==> src/rtl/accel_fifo_frame_parser_top_defines.svh <==
// Assertion macros for the accelerometer FIFO frame parser.
// Depends on nothing; included by the top level.
`ifndef ACCEL_FIFO_FRAME_PARSER_TOP_DEFINES_SVH
`define ACCEL_FIFO_FRAME_PARSER_TOP_DEFINES_SVH

`ifndef ASSERT_OFF
// Checked only outside reset
`define AFP_ASSERT(label, clock, reset, prop, msg) \
  label: assert property (@(posedge clock) disable iff (reset) prop) else $error(msg);
// Checked at every edge, reset included
`define AFP_ASSERT_ALWAYS(label, clock, prop, msg) \
  label: assert property (@(posedge clock) prop) else $error(msg);
`else
`define AFP_ASSERT(label, clock, reset, prop, msg)
`define AFP_ASSERT_ALWAYS(label, clock, prop, msg)
`endif

`endif

==> src/rtl/afp_pkg.sv <==
// Shared types, constants and helpers for the accelerometer FIFO frame parser.
// No dependencies.
package afp_pkg;

  // Frame parser state codes
  localparam logic [1:0] KIND_HEADER = 2'd0;
  localparam logic [1:0] KIND_ACCEL  = 2'd1;
  localparam logic [1:0] KIND_OTHER  = 2'd2;

  // Header decoding
  localparam logic [7:0] HDR_MASK    = 8'hFC;
  localparam logic [7:0] HDR_ACCEL   = 8'h84;
  localparam logic [7:0] HDR_SHORT_A = 8'h40;
  localparam logic [7:0] HDR_LONG    = 8'h44;
  localparam logic [7:0] HDR_SHORT_B = 8'h48;
  localparam logic [7:0] HDR_SHORT_C = 8'h50;

  // Payload lengths after the header byte
  localparam logic [2:0] LEN_ACCEL = 3'd6;
  localparam logic [2:0] LEN_SHORT = 3'd1;
  localparam logic [2:0] LEN_LONG  = 3'd3;

  localparam int MAX_SAMPLES_DEF = 32;
  localparam int IDX_W = 5;
  localparam int SHIFT_W = 40;
  localparam int OUT_TDATA_W = 56;

  typedef logic signed [15:0] axis_t;

  // Negate with saturation: the most negative value maps to the most positive
  function automatic axis_t neg_sat(input axis_t v);
    axis_t r;
    if (v == 16'sh8000) begin
      r = 16'sh7FFF;
    end else begin
      r = -v;
    end
    return r;
  endfunction

endpackage

==> src/rtl/accel_fifo_frame_parser_top.sv <==
// Accelerometer FIFO frame parser, top level.
// Depends on afp_pkg and accel_fifo_frame_parser_top_defines.svh.
//
// Usage:
//   The slave channel takes one FIFO byte per transfer: s_tdata carries the
//   byte, s_tuser marks the first byte of a new FIFO read (burst start),
//   which drops any partial frame and restarts the sample index.
//   Frames are selected by the header byte with its two tag bits masked.
//   Each complete accel frame produces one transfer on the master channel
//   with x, negated y, negated z and the sample index in the burst; all
//   other frames and unknown header bytes produce nothing. Accel frames
//   past MAX_SAMPLES in one burst are parsed and dropped.
//   Throughput: one byte per cycle while s_tready is high, set by a
//   single pass of the frame counter and byte shifter between the parser
//   state and the result register. Latency: a result is valid the cycle
//   after its last byte. When the receiver stalls, the result register
//   holds and s_tready drops only while a result waits and m_tready is
//   low; a byte is still taken in the cycle the waiting result leaves.
//   Reset (rst, synchronous) clears the parser to expect a header, zeroes
//   the sample count and empties the result register.
`include "accel_fifo_frame_parser_top_defines.svh"

module accel_fifo_frame_parser_top #(
  parameter int MAX_SAMPLES = afp_pkg::MAX_SAMPLES_DEF
) (
  input  logic                             clk,
  input  logic                             rst,
  input  logic                             s_tvalid,
  output logic                             s_tready,
  input  logic [7:0]                       s_tdata,  // [7:0] data_byte
  input  logic                             s_tuser,  // [0] burst_start
  output logic                             m_tvalid,
  input  logic                             m_tready,
  // [15:0] accel_x, [31:16] accel_y, [47:32] accel_z, [52:48] sample_index,
  // [55:53] zero
  output logic [afp_pkg::OUT_TDATA_W-1:0]  m_tdata
);
  import afp_pkg::*;

  localparam int CNT_W = $clog2(MAX_SAMPLES + 1);
  localparam logic [CNT_W-1:0] CNT_MAX = CNT_W'(MAX_SAMPLES);

  // Parser state
  logic [1:0]         frame_kind, frame_kind_next;
  logic [2:0]         bytes_left, bytes_left_next;
  logic [SHIFT_W-1:0] payload_shift, payload_shift_next;
  logic [CNT_W-1:0]   sample_count, sample_count_next;

  // Result register
  logic               out_valid;
  axis_t              out_x, out_y, out_z;
  logic [IDX_W-1:0]   out_idx;

  logic               s_fire;
  logic               emit;
  logic [1:0]         kind_in;
  logic [2:0]         left_in;
  logic [CNT_W-1:0]   count_in;
  logic [CNT_W+IDX_W-1:0] count_ext;
  logic [7:0]         hdr;
  axis_t              raw_x, raw_y, raw_z;

  assign s_tready = !out_valid || m_tready;
  assign s_fire   = s_tvalid && s_tready;

  // Apply burst start before handling the byte
  assign kind_in  = s_tuser ? KIND_HEADER : frame_kind;
  assign left_in  = s_tuser ? 3'd0 : bytes_left;
  assign count_in = s_tuser ? '0 : sample_count;
  assign count_ext = {{IDX_W{1'b0}}, count_in};
  assign hdr = s_tdata & HDR_MASK;

  // Assemble the axes from the shifted payload and the final byte
  assign raw_x = payload_shift[15:0];
  assign raw_y = payload_shift[31:16];
  assign raw_z = {s_tdata, payload_shift[39:32]};

  // Advance the frame parser by one byte
  always_comb begin
    frame_kind_next    = frame_kind;
    bytes_left_next    = bytes_left;
    payload_shift_next = payload_shift;
    sample_count_next  = sample_count;
    emit               = 1'b0;
    if (s_fire) begin
      sample_count_next = count_in;
      unique case (kind_in)
        KIND_OTHER: begin
          bytes_left_next = left_in - 3'd1;
          frame_kind_next = (left_in == 3'd1) ? KIND_HEADER : KIND_OTHER;
        end
        KIND_ACCEL: begin
          if (left_in > 3'd1) begin
            payload_shift_next = {s_tdata, payload_shift[SHIFT_W-1:8]};
            bytes_left_next    = left_in - 3'd1;
          end else begin
            frame_kind_next = KIND_HEADER;
            bytes_left_next = 3'd0;
            if (count_in < CNT_MAX) begin
              emit              = 1'b1;
              sample_count_next = count_in + CNT_W'(1);
            end
          end
        end
        default: begin
          frame_kind_next = KIND_HEADER;
          bytes_left_next = 3'd0;
          case (hdr) inside
            HDR_ACCEL: begin
              frame_kind_next = KIND_ACCEL;
              bytes_left_next = LEN_ACCEL;
            end
            HDR_SHORT_A, HDR_SHORT_B, HDR_SHORT_C: begin
              frame_kind_next = KIND_OTHER;
              bytes_left_next = LEN_SHORT;
            end
            HDR_LONG: begin
              frame_kind_next = KIND_OTHER;
              bytes_left_next = LEN_LONG;
            end
            default: begin
              frame_kind_next = KIND_HEADER;
            end
          endcase
        end
      endcase
    end
  end

  // Hold parser state
  always_ff @(posedge clk) begin
    if (rst) begin
      frame_kind   <= KIND_HEADER;
      bytes_left   <= 3'd0;
      sample_count <= '0;
    end else begin
      frame_kind   <= frame_kind_next;
      bytes_left   <= bytes_left_next;
      sample_count <= sample_count_next;
    end
  end

  always_ff @(posedge clk) begin
    payload_shift <= payload_shift_next;
  end

  // Load the result register on a finished frame, drop it once transferred
  always_ff @(posedge clk) begin
    if (rst) begin
      out_valid <= 1'b0;
    end else if (s_fire) begin
      out_valid <= emit;
    end else if (m_tready) begin
      out_valid <= 1'b0;
    end
  end

  always_ff @(posedge clk) begin
    if (s_fire && emit) begin
      out_x   <= raw_x;
      out_y   <= neg_sat(raw_y);
      out_z   <= neg_sat(raw_z);
      out_idx <= count_ext[IDX_W-1:0];
    end
  end

  assign m_tvalid = out_valid;
  assign m_tdata  = {3'b000, out_idx, out_z, out_y, out_x};

  // Checks
  `AFP_ASSERT(a_left_nonzero, clk, rst, (frame_kind != KIND_HEADER) |-> (bytes_left != 3'd0), "payload state with no bytes left")
  `AFP_ASSERT(a_accel_len, clk, rst, (frame_kind == KIND_ACCEL) |-> (bytes_left <= LEN_ACCEL), "accel frame length out of range")
  `AFP_ASSERT(a_result_source, clk, rst, $rose(m_tvalid) |-> $past(s_fire && emit), "result appeared without a finished frame")
  `AFP_ASSERT_ALWAYS(a_count_cap, clk, (rst || (sample_count <= CNT_MAX)), "sample count above its limit")

endmodule
==> config.mk <==
export PLATFORM = sky130hd
export DESIGN_NAME = accel_fifo_frame_parser_top
export DESIGN_NICKNAME = d
export VERILOG_FILES = /design/src/rtl/afp_pkg.sv /design/src/rtl/accel_fifo_frame_parser_top.sv
export VERILOG_INCLUDE_DIRS = /design/src /design/src/rtl
export SDC_FILE = /design/constraint.sdc
export NUM_CORES = 1
export LEC_CHECK = 0
export BUFFER_PORTS_ARGS = -buffer_cell sky130_fd_sc_hd__buf_4
export CAP_MARGIN = 20
export CORE_MARGIN = 3
export CORE_UTILIZATION = 50
export DETAILED_ROUTE_END_ITERATION = 8
export PLACE_DENSITY = 0.75
export SLEW_MARGIN = 5
export SYNTH_ARGS = -nofsm -noshare
export SYNTH_HDL_FRONTEND = slang
export SYNTH_SLANG_ARGS = --single-unit
==> constraint.sdc <==
create_clock -name clk -period 3.52 [get_ports clk]
set_input_delay 0.176 -clock clk [delete_from_list [all_inputs] [get_ports clk]]
set_output_delay 0.176 -clock clk [all_outputs]
set_load 0.05 [all_outputs]
==> reports/results.md, run 1 <==
| Quantity | Value | Unit |
|---|---|---|
| Number of antenna violations at the first check in global routing | 0 | - |
| Iteration-0 DRC count of the detailed router | 91 | - |
| Startpoint of the worst hold path | s_tdata[0] | - |
| Period minus WS final | 2470 | ps |
| Count of distinct cell types in the synthesized netlist | 50 | - |
| Final Net Count | 410 | - |
| Fraction of the mapped netlist area in adder cells | 0.0223 | - |
| Post-synthesis sequential element count | 105 | - |
| Maximum number of pins on one net before global-route repair | 41 | - |
| Internal power | 1810 | uW |
| Syn-to-layout area delta | 18.7 | % |
| Delay of the slowest critical-path stage | 390 | ps |
| First-pass GRT wire length | 12300 | um |
| Number of enable flip-flop cells after synthesis | 93 | - |
| Xor/xnor cell area share of the yosys netlist | 0.0420 | - |
| Critical Path Start Type | register | - |
| Number of DRC violations after detailed routing | 0 | - |
| Total number of clock tree sinks | 105 | - |
| Main combinational cell family by area after synthesis | simple AND/OR/NAND/NOR gates | - |
| Post-cts repair resize count | 0 | - |
| Number of detailed-route iterations in the first pass | 4 | - |
| Depth of the CTS H-tree | 3 | - |
| Leftover overflow at the end of global routing | 0 | - |
| Crit path kind | register to register | - |
| Standard-cell row count | 33 | - |
| CTS tree | built | - |
| Post-detailed-route via-to-cell ratio | 5.40 | - |
| Worst VDD drop | 0.229 | mV |
| Combinational cell fraction of total power | 0.030 | - |
| IO Port Bufs | 67 | - |
| Synth Area in Simple Gates | 0.153 | - |
| Wire length reported by the detailed router | 7540 | um |
| CP Launch Point | bytes_left[0] | - |
| Average cell area after synthesis | 13.6 | sq um |
| Critical path's slowest cell | dfxtp_1 | - |
| Run status | completed | - |
| Count of placed standard cells in the final layout, fillers left out | 500 | - |
| Origin of the critical flop-to-flop path | bytes_left[0] | - |
| HPWL Detailed | 5210 | um |
| Worst Setup End Kind | register | - |
| Cell with the most instances on the worst path | nand2b_1 | - |
| Share of power burned in registers | 0.598 | - |
| Finish-stage setup viols | 0 | - |
| Clock Tree Buf Depth | 2 | - |
| Filler cell count | 633 | - |
| Synthesized cell area | 4380 | sq um |
| Total net switching power | 439 | uW |
| Total negative slack | 0 | ps |
| Worst path arrival time | 2530 | ps |
| Tightest Pin Transition | 516 | ps |
| Cell count after synthesis | 321 | - |
| Crit path buffers/inverters | 3 | - |
| Starting utilization of the core area | 0.525 | - |
| Cell family contributing the most delay on the critical path | buffers and inverters | - |
| Worst rel slew slack | 0.655 | - |
| Fraction of power spent switching nets | 0.196 | - |
| Horizontal die dimension | 99.6 | um |
| Worst min-delay path category | primary input to register | - |
| Core region area | 8340 | sq um |
| Required time worst endpoint | 3580 | ps |
| Critical path cell sequence | nand2b_1, inv_1, ha_1, o21bai_1, a21oi_1, nand2b_1, inv_2, buf_4 | - |
| Number of maximum-capacitance violations | 0 | - |
| Number of routed nets with antenna violations | 0 | - |
| # hold bufs at CTS | 0 | - |
| DR vias | 2700 | - |
| Synth Area in Compound Gates | 0.0480 | - |
| Share of power burned in the clock network | 0.373 | - |
| IO Count | 71 | - |
| GR Util All Layers | 0.160 | - |
| Number of global-route vias before repair | 2560 | - |
| Peak Freq | 405 | MHz |
| Critical path peak fanout | 24 | - |
| Fin crit share | 0.701 | - |
| Fraction of layout cells with a size suffix above 1 | 0.238 | - |
| Setup repair after global routing missed its margin | no | - |
| Pins Over Slew Limit | 0 | - |
| Synth async-reset ratio | 0 | - |
| Worst setup skew after layout | 4.36 | ps |
| Total die area | 9920 | sq um |
| Standby leakage power | 0.00196 | uW |
| Clk root buf | clkbuf_8 | - |
| Floorplan die height | 99.6 | um |
| Fraction of synthesized area in multiplexers | 0.0137 | - |
| Insertion delay of the later-clocked pin in the worst-skew pair | 360 | ps |
| Warning count from the yosys run | 0 | - |
| TritonCTS buffer count | 9 | - |
| Average detailed-routed wire length per instance | 15.1 | um |
| Seq/Total Area, Yosys | 0.693 | - |
| Footprint of the multi-input gates | 1240 | sq um |
| GP Congestion | 0.832 | - |
| Number of antenna repair diodes | 0 | - |
| Seq. cell area | 3030 | sq um |
| Postcts setup bufs | 0 | - |
| Power density over the cells | 432 | nW/um^2 |
| Predominant post-synthesis flop cell | edfxtp_1 | - |
| Final Hold Vio Count | 0 | - |
| Post-placement cell count | 484 | - |
| Clock edge transition at the registers on the reported setup and hold paths | 90 | ps |
[state kept, by name, summed over array words and instances (netlist names)]
register	cells
out_idx	5
frame_kind	2
payload_shift	40
out_y	16
bytes_left	3
out_x	16
sample_count	6
m_tvalid	1
out_z	16
[metrics by stage]
step           area [sq um]  utilization  worst slack, ps  total power [uW]  hold slack, ps
6_report               5200        0.623             1050              2250            20.4
4_1_cts                5200        0.623             1040              2260            4.42
2_1_floorplan          4390            -              485              1410             248
5_1_grt                5200        0.623              819              2320            9.48
3_3_place_gp           4970        0.596             1120              1440             390
3_5_place_dp           4970        0.596             1030              1440             389
[cells in the mapped netlist (2+ instances only)]
cell type / count / area, sq um
and2_1: 3 / 18.8
or3_1: 3 / 18.8
clkbuf_1: 6 / 22.5
mux2i_1: 6 / 60.1
nor3b_1: 2 / 15.0
nor2_1: 15 / 56.3
inv_1: 10 / 37.5
a21oi_1: 13 / 65.1
buf_4: 3 / 22.5
and3_1: 2 / 12.5
buf_2: 3 / 15.0
edfxtp_1: 93 / 2790
or2_2: 2 / 12.5
dfxtp_1: 12 / 240
buf_6: 2 / 22.5
or4_1: 6 / 45.0
nand3_1: 3 / 15.0
nor3_1: 12 / 60.1
nor4_1: 9 / 56.3
nand2_1: 35 / 131
xnor2_1: 3 / 26.3
o211ai_1: 2 / 15.0
o21ai_0: 5 / 25.0
nand3b_1: 2 / 15.0
nand2b_1: 9 / 56.3
a221oi_1: 2 / 17.5
and3b_1: 2 / 17.5
ha_1: 7 / 87.6
nor2b_1: 6 / 37.5
xor2_1: 18 / 158
a31oi_1: 2 / 12.5
nand4_1: 5 / 31.3
[final timing paths]
kind,end,slack (ps),depth (start not counted)
worst min register to register,out_x[0],430,0
worst max-delay path,out_y[1],1050,8
worst min-delay path,payload_shift[32],20,1
worst max register to register,out_y[1],1050,8
[cell usage in the layout, fill, tap and decap left out, types with 2 or more instances in the layout]
| cell type | synthesis | layout |
|---|---|---|
| mux2i_1 | 6 | 6 |
| or4_1 | 6 | 6 |
| nand4_1 | 5 | 5 |
| xor2_1 | 18 | 18 |
| or2_2 | 2 | 2 |
| xnor2_1 | 3 | 3 |
| clkbuf_8 | 0 | 11 |
| nand2b_1 | 9 | 9 |
| edfxtp_1 | 93 | 93 |
| o211ai_1 | 2 | 2 |
| nand3_1 | 3 | 3 |
| inv_1 | 10 | 9 |
| and3_1 | 2 | 2 |
| a221oi_1 | 2 | 2 |
| nor3b_1 | 2 | 2 |
| nor3_1 | 12 | 12 |
| nand2_1 | 35 | 35 |
| nor2_1 | 15 | 14 |
| and3b_1 | 2 | 2 |
| a21oi_1 | 13 | 13 |
| ha_1 | 7 | 7 |
| conb_1 | 1 | 3 |
| bufinv_16 | 0 | 2 |
| or3_1 | 3 | 3 |
| nor4_1 | 9 | 9 |
| buf_4 | 3 | 70 |
| dfxtp_1 | 12 | 12 |
| a31oi_1 | 2 | 2 |
| nor2b_1 | 6 | 6 |
| and2_1 | 3 | 3 |
| o21ai_0 | 5 | 5 |
| nand3b_1 | 2 | 2 |
[cell type report]
class | count | share of cell area
clock buffer | 12 | 0.0299
clock inverter | 4 | 0.0142
inverter | 10 | 0.00722
multi-input combinational | 194 | 0.239
sequential | 105 | 0.584
tap | 105 | 0.0253
timing repair buffer | 70 | 0.101
[cell families after synthesis]
family | count (synthesis)
compound gates | 33
flops | 105
simple gates | 123
buf+inv | 24
mux | 6
fa+ha+maj | 8
other cells | 1
xor+xnor | 21
[layer usage]
layer | track usage | wire, um | share of wire | vias to the layer above
met5 | 0 | 0 | 0 | -
met3 | 0.0302 | 489 | 0.065 | 14
met1 | 0.211 | 3260 | 0.43 | 1273
li1 | - | - | - | 1315
met4 | 0.0777 | 148 | 0.020 | 0
met2 | 0.258 | 3640 | 0.48 | 98
[power groups by stage]
stage / clock network, uW / registers (uW) / logic, uW
global placement: 0 / 1370 / 65.2
detailed placement: 0 / 1370 / 66.0
floorplan: 0 / 1370 / 41.9
global route: 903 / 1340 / 73.9
finish: 836 / 1340 / 66.6
CTS: 847 / 1340 / 66.5
Note: power is estimated with default switching activity, not from simulation.
==> inputs of run 2 (changes only) <==
==> constraint.sdc (replaced) <==
create_clock -name clk -period 2.25 [get_ports clk]
set_input_delay 0.1125 -clock clk [delete_from_list [all_inputs] [get_ports clk]]
set_output_delay 0.1125 -clock clk [all_outputs]
set_load 0.05 [all_outputs]
==> run 2 against run 1 <==
  * Flip-flop and latch count is the same
  * Critical path depth shrank 2
  * Design area grew 3.1%
  * Final cell count grew 2.8%
  * Worst setup slack lost 930 ps
  * Clock-buffer cell count shrank 3
  * Combinational power grew 83%
  * Highest routed layer unchanged
==> reports/results.md, run 2 (synthesis gave the netlist of run 1 again) <==
| Quantity | Value | Unit | vs previous |
|---|---|---|---|
| Setup repair after global routing missed its margin | no | - |  |
| Worst setup skew after layout | 6.72 | ps | +2.36 ps |
| Share of power burned in the clock network | 0.338 | - | -0.035 |
| Core region area | 8340 | sq um | unchanged |
| Number of DRC violations after detailed routing | 0 | - | unchanged |
| Setup slack after placement | 86.0 | ps | -940 ps |
| Most frequent standard cell in the layout excluding fill and tap cells | edfxtp_1 | - |  |
| Depth of the CTS H-tree | 3 | - | unchanged |
| IO Port Bufs | 67 | - | unchanged |
| Number of routed nets with antenna violations | 0 | - | unchanged |
| Finish-stage setup viols | 0 | - | unchanged |
| TritonCTS buffer count | 9 | - | unchanged |
| Crit path kind | register to register | - |  |
| Number of detailed-route iterations in the first pass | 4 | - | unchanged |
| Leftover overflow at the end of global routing | 0 | - | unchanged |
| Internal power | 2660 | uW | +47% |
| Number of antenna violations at the first check in global routing | 0 | - | unchanged |
| Required time worst endpoint | 2360 | ps | -1220 ps |
| Filler cell count | 629 | - | -0.63% |
| Share of power burned in registers | 0.626 | - | +0.028 |
| Insertion delay of the later-clocked pin in the worst-skew pair | 350 | ps | about the same |
| Final Net Count | 424 | - | +3.4% |
| Critical Path Start Type | register | - |  |
| Pins Over Slew Limit | 0 | - | unchanged |
| Average detailed-routed wire length per instance | 15.4 | um | +2.5% |
| Total die area | 9920 | sq um | unchanged |
| Fraction of layout cells with a size suffix above 1 | 0.267 | - | +0.0285 |
| Number of global-route vias before repair | 2814 | - | +9.9% |
| Commonest cells after routing, fill and taps aside | 93 x edfxtp_1, 74 x buf_4, 35 x nand2_1, 18 x xor2_1, 14 x nor2_1 | - |  |
| Clock Tree Buf Depth | 2 | - | unchanged |
| Standard-cell row count | 33 | - | unchanged |
| Postcts setup bufs | 0 | - | unchanged |
| Number of maximum-capacitance violations | 0 | - | unchanged |
| Floorplan die height | 99.6 | um | unchanged |
| Peak Freq | 471 | MHz | +16% |
| Maximum number of pins on one net before global-route repair | 54 | - | +32% |
| DR vias | 2773 | - | +2.7% |
| Worst VDD drop | 0.317 | mV | +38% |
| CP Launch Point | payload_shift[32] | - |  |
| Starting utilization of the core area | 0.525 | - | unchanged |
| Number of antenna repair diodes | 0 | - | unchanged |
| HPWL Detailed | 5520 | um | +5.9% |
| Finished Core Util | 0.642 | - | +0.0191 |
| Iteration-0 DRC count of the detailed router | 108 | - | +19% |
| First-pass GRT wire length | 13300 | um | +7.5% |
| Power density over the cells | 627 | nW/um^2 | +45% |
| Clk root buf | clkbuf_8 | - |  |
| Total net switching power | 696 | uW | +59% |
| GP Congestion | 0.899 | - | +8.0% |
| Run status | completed | - |  |
| Critical path peak fanout | 6 | - | -75% |
| Startpoint of the worst hold path | rst | - |  |
| Fin crit share | 0.944 | - | +0.243 |
| CTS tree | built | - |  |
| Count of placed standard cells in the final layout, fillers left out | 514 | - | +2.8% |
| Post-placement cell count | 490 | - | +1.2% |
| Post-detailed-route via-to-cell ratio | 5.39 | - | about the same |
| Standby leakage power | 0.00200 | uW | +2.2% |
| Horizontal die dimension | 99.6 | um | unchanged |
| GR Util All Layers | 0.169 | - | +0.00836 |
| Worst path arrival time | 2240 | ps | -290 ps |
| Largest register by flop count | payload_shift | - |  |
| Combinational cell fraction of total power | 0.036 | - | +0.006 |
| Total number of clock tree sinks | 105 | - | unchanged |
| IO Count | 71 | - | unchanged |
| Fraction of power spent switching nets | 0.207 | - | +0.0119 |
| Origin of the critical flop-to-flop path | payload_shift[32] | - |  |
| Worst Setup End Kind | register | - |  |
| Period minus WS final | 2130 | ps | -344 ps |
| Wire length reported by the detailed router | 7940 | um | +5.4% |
| Clock edge transition at the registers on the reported setup and hold paths | 90 | ps | about the same |
| Worst min-delay path category | primary input to register | - |  |
| Final worst-path setup slack | 125 | ps | -926 ps |
| Syn-to-layout area delta | 22.3 | % |  |
| Final Hold Vio Count | 0 | - | unchanged |
| Max reg flops | 40 | - | unchanged |
[run 2: path summary, 6_finish.rpt]
| check | endpoint | slack [ps] | cells past startpoint |
|---|---|---|---|
| max | out_z[10] | 120 | 6 |
| min | m_tvalid | 20 | 2 |
| max reg2reg | out_z[10] | 120 | 6 |
| min reg2reg | out_x[6] | 420 | 0 |
[run 2: cell type report]
type | instances | area, sq um | area share
Multi-Input combinational cell | 194 | 1280 | 0.238
Clock buffer | 9 | 124 | 0.0231
Sequential cell | 105 | 3040 | 0.567
Tap cell | 105 | 131 | 0.0245
Timing Repair Buffer | 84 | 676 | 0.126
Inverter | 10 | 41.3 | 0.00771
Clock inverter | 7 | 70.1 | 0.0131
[run 2: metal layers]
| metal | routed length [um] | global-route usage | share of wire |
|---|---|---|---|
| met3 | 597 | 0.0435 | 0.075 |
| met1 | 3210 | 0.213 | 0.40 |
| met4 | 89 | 0.0620 | 0.011 |
| met5 | 0 | 0 | 0 |
| met2 | 4050 | 0.282 | 0.51 |
[run 2: worst max-delay path, cell delays in order, from the launching register on]
cell      delay (ps)
edfxtp_1         440
inv_1            100
ha_1             210
or4b_4           530
or3_1            390
nor3_1           160
a21oi_1           60
[run 2: repair_timing]
action | CTS | global route
endpoints found under the setup margin | 0 | 1
hold buffers | 8 | 0
hold endpoints to repair | 8 | 0
gates resized for setup | 0 | 1
[run 2: through the flow]
stage | total power [uW] | cell area [sq um] | hold slack [ps] | TNS, ps
global placement | 2250 | 5080 | 335 | 0
detailed placement | 2260 | 5080 | 334 | 0
finish | 3360 | 5360 | 16.5 | 0
global route | 3480 | 5360 | 15.1 | 0
CTS | 3380 | 5350 | 9.17 | 0
floorplan | 2220 | 4440 | 177 | -2870
[run 2: power groups by stage]
stage / Sequential, uW / Clock, uW / Combinational, uW
floorplan: 2150 / 0 / 70.5
global placement: 2150 / 0 / 108
detailed placement: 2150 / 0 / 110
CTS: 2100 / 1160 / 121
global route: 2100 / 1240 / 133
finish: 2100 / 1130 / 122
==> inputs of run 3 (changes only) <==
--- a/config.mk
+++ b/config.mk
@@ -11,6 +11,7 @@
 export CORE_MARGIN = 3
 export CORE_UTILIZATION = 50
 export DETAILED_ROUTE_END_ITERATION = 8
+export HOLD_SLACK_MARGIN = 0.12
 export PLACE_DENSITY = 0.75
 export SLEW_MARGIN = 5
 export SYNTH_ARGS = -nofsm -noshare
==> run 3 against run 2 <==
  * Non-clock buffer count rose by 1
  * Sequential power barely moved
  * Total power barely moved
  * Clock power barely moved
  * Worst setup slack barely moved
  * Critical endpoint unchanged
  * Clock skew rose by 0.60 ps
  * Combinational power barely moved
  * Die area did not move
  * Largest power group unchanged
  * Final cell count rose by 0.19%
  * Critical path type unchanged
  * Utilization rose by 0.12 points
  * Global-route usage did not move
  * Flip-flop and latch count did not move
==> reports/results.md, run 3 (synthesis gave the netlist of run 1 again) <==
| Quantity | Value | Unit | vs previous |
|---|---|---|---|
| Maximum number of pins on one net before global-route repair | 54 | - | unchanged |
| Worst min-delay path category | primary input to register | - |  |
| Post-detailed-route via-to-cell ratio | 5.41 | - | +0.31% |
| Core region area | 8340 | sq um | unchanged |
| Post-placement cell count | 490 | - | unchanged |
| Horizontal die dimension | 99.6 | um | unchanged |
| Pins Over Slew Limit | 0 | - | unchanged |
| Max reg flops | 40 | - | unchanged |
| Worst Reg2Reg Path Length in Cells | 6 | - | unchanged |
| Number of detailed-route iterations in the first pass | 6 | - | +2 |
| Standby leakage power | 0.00200 | uW | +0.21% |
| Number of antenna violations at the first check in global routing | 0 | - | unchanged |
| Worst min-delay path endpoint | out_idx[4] | - |  |
| Worst setup skew after layout | 7.32 | ps | +0.598 ps |
| Iteration-0 DRC count of the detailed router | 108 | - | unchanged |
| DR vias | 2787 | - | +0.50% |
| Peak Freq | 471 | MHz | about the same |
| Depth of the CTS H-tree | 3 | - | unchanged |
| Startpoint of the worst hold path | s_tuser | - |  |
| Total die area | 9920 | sq um | unchanged |
| Filler cell count | 626 | - | -0.48% |
| Final Net Count | 425 | - | +0.24% |
| Number of maximum-capacitance violations | 0 | - | unchanged |
| Most frequent standard cell in the layout excluding fill and tap cells | edfxtp_1 | - |  |
| Required time worst endpoint | 2360 | ps | about the same |
| Final non-filler cell area | 5370 | sq um | +0.19% |
| Clock Tree Buf Depth | 2 | - | unchanged |
| First-pass GRT wire length | 13300 | um | unchanged |
| Largest register by flop count | payload_shift | - |  |
| Post-Route Hold Slack | 177 | ps | +161 ps |
| GP Congestion | 0.899 | - | unchanged |
| IO Count | 71 | - | unchanged |
| Period minus WS final | 2130 | ps | +0.188 ps |
| Insertion delay of the later-clocked pin in the worst-skew pair | 350 | ps | about the same |
| Count of placed standard cells in the final layout, fillers left out | 515 | - | +0.19% |
| Power density over the cells | 625 | nW/um^2 | -0.24% |
| Postcts setup bufs | 0 | - | unchanged |
| Commonest cells after routing, fill and taps aside | 93 x edfxtp_1, 74 x buf_4, 35 x nand2_1, 18 x xor2_1, 14 x nor2_1 | - |  |
| Worst Setup End Kind | register | - |  |
| Number of routed nets with antenna violations | 0 | - | unchanged |
| Run status | completed | - |  |
| Syn-to-layout area delta | 22.5 | % |  |
| Origin of the critical flop-to-flop path | payload_shift[32] | - |  |
| CTS tree | built | - |  |
| Final Hold Vio Count | 0 | - | unchanged |
| Delay of the slowest critical-path stage | 530 | ps | about the same |
| Clock edge transition at the registers on the reported setup and hold paths | 90 | ps | about the same |
| Count of cells along the worst hold path | 2 | - | unchanged |
| Average detailed-routed wire length per instance | 15.4 | um | -0.47% |
| Critical path's slowest cell | or4b_4 | - |  |
| Worst VDD drop | 0.318 | mV | +0.13% |
| Standard-cell row count | 33 | - | unchanged |
| Number of DRC violations after detailed routing | 0 | - | unchanged |
| Floorplan die height | 99.6 | um | unchanged |
| Worst path arrival time | 2240 | ps | about the same |
| Critical Path Start Type | register | - |  |
| Critical path cell sequence | inv_1, ha_1, or4b_4, or3_1, nor3_1, a21oi_1 | - |  |
| TritonCTS buffer count | 9 | - | unchanged |
| Fraction of layout cells with a size suffix above 1 | 0.266 | - | -0.000650 |
| Total number of clock tree sinks | 105 | - | unchanged |
| HPWL Detailed | 5520 | um | unchanged |
| Clk root buf | clkbuf_8 | - |  |
| Number of global-route vias before repair | 2817 | - | +0.11% |
| Starting utilization of the core area | 0.525 | - | unchanged |
| GR Util All Layers | 0.169 | - | unchanged |
| Cell area reported after detailed placement | 5080 | sq um | unchanged |
| IO Port Bufs | 67 | - | unchanged |
| Leftover overflow at the end of global routing | 0 | - | unchanged |
| Number of antenna repair diodes | 0 | - | unchanged |
| CP Launch Point | payload_shift[32] | - |  |
| Crit path kind | register to register | - |  |
| Setup repair after global routing missed its margin | no | - |  |
| Reg2Reg Capture Point | out_z[10] | - |  |
| Fin crit share | 0.945 | - | about the same |
| Flop-to-flop setup slack | 120 | ps | about the same |
| Wire length reported by the detailed router | 7920 | um | -0.28% |
| Finish-stage setup viols | 0 | - | unchanged |
| Critical path peak fanout | 6 | - | unchanged |
## run 3: per-stage QoR
step           setup TNS, ps  worst slack [ps]  utilization  power, uW
6_report                   0               125        0.643       3360
4_1_cts                    0              72.7        0.643       3390
3_3_place_gp               0               178        0.609       2250
2_1_floorplan          -2870             -54.2            -       2220
3_5_place_dp               0              86.0        0.609       2260
5_1_grt                    0              90.2        0.643       3480
## run 3: cell type report
| type | instances | area, sq um | share of cell area |
|---|---|---|---|
| sequential | 105 | 3040 | 0.566 |
| multi-input combinational | 194 | 1280 | 0.238 |
| timing repair buffer | 85 | 686 | 0.128 |
| tap | 105 | 131 | 0.0245 |
| clock buffer | 9 | 124 | 0.0231 |
| clock inverter | 7 | 70.1 | 0.0131 |
| inverter | 10 | 41.3 | 0.00769 |
## run 3: report_power, final
part           internal, uW  leakage (uW)  total (uW)  switching, uW
registers              2100      0.000938        2100           6.05
clock network           513     0.0000893        1130            618
logic                  54.0      0.000975         123           69.0
total                  2660       0.00200        3360            693
## run 3: worst max-delay path by stage
stage	slack (ps)	endpoint	depth (start not counted)
2_1_floorplan	-50	out_idx[0]	7
3_3_place_gp	180	out_z[10]	6
3_5_place_dp	90	out_z[10]	6
4_1_cts	70	out_z[10]	6
5_1_grt	90	out_z[7]	4
6_report	120	out_z[10]	6
## run 3: worst max-delay path, delay by kind of cell, from the launching register on
family	cells	cell delay (ps)
simple gates	3	1080
fa+ha+maj	1	210
buf+inv	1	100
flops	1	440
compound gates	1	60
## run 3: repair_timing
item                                    4_1_cts  5_1_grt
hold buffers                                  9        0
gates resized for setup                       0        1
hold endpoints to repair                     27        0
endpoints found under the setup margin        0        1
## run 3: layer usage
layer  up-vias  global-route usage  part of all wire
met5         -                   0                 0
met4         0              0.0620             0.011
met3        10              0.0435             0.071
met2       105               0.282              0.51
met1      1331               0.213              0.40
li1       1341                   -                 -
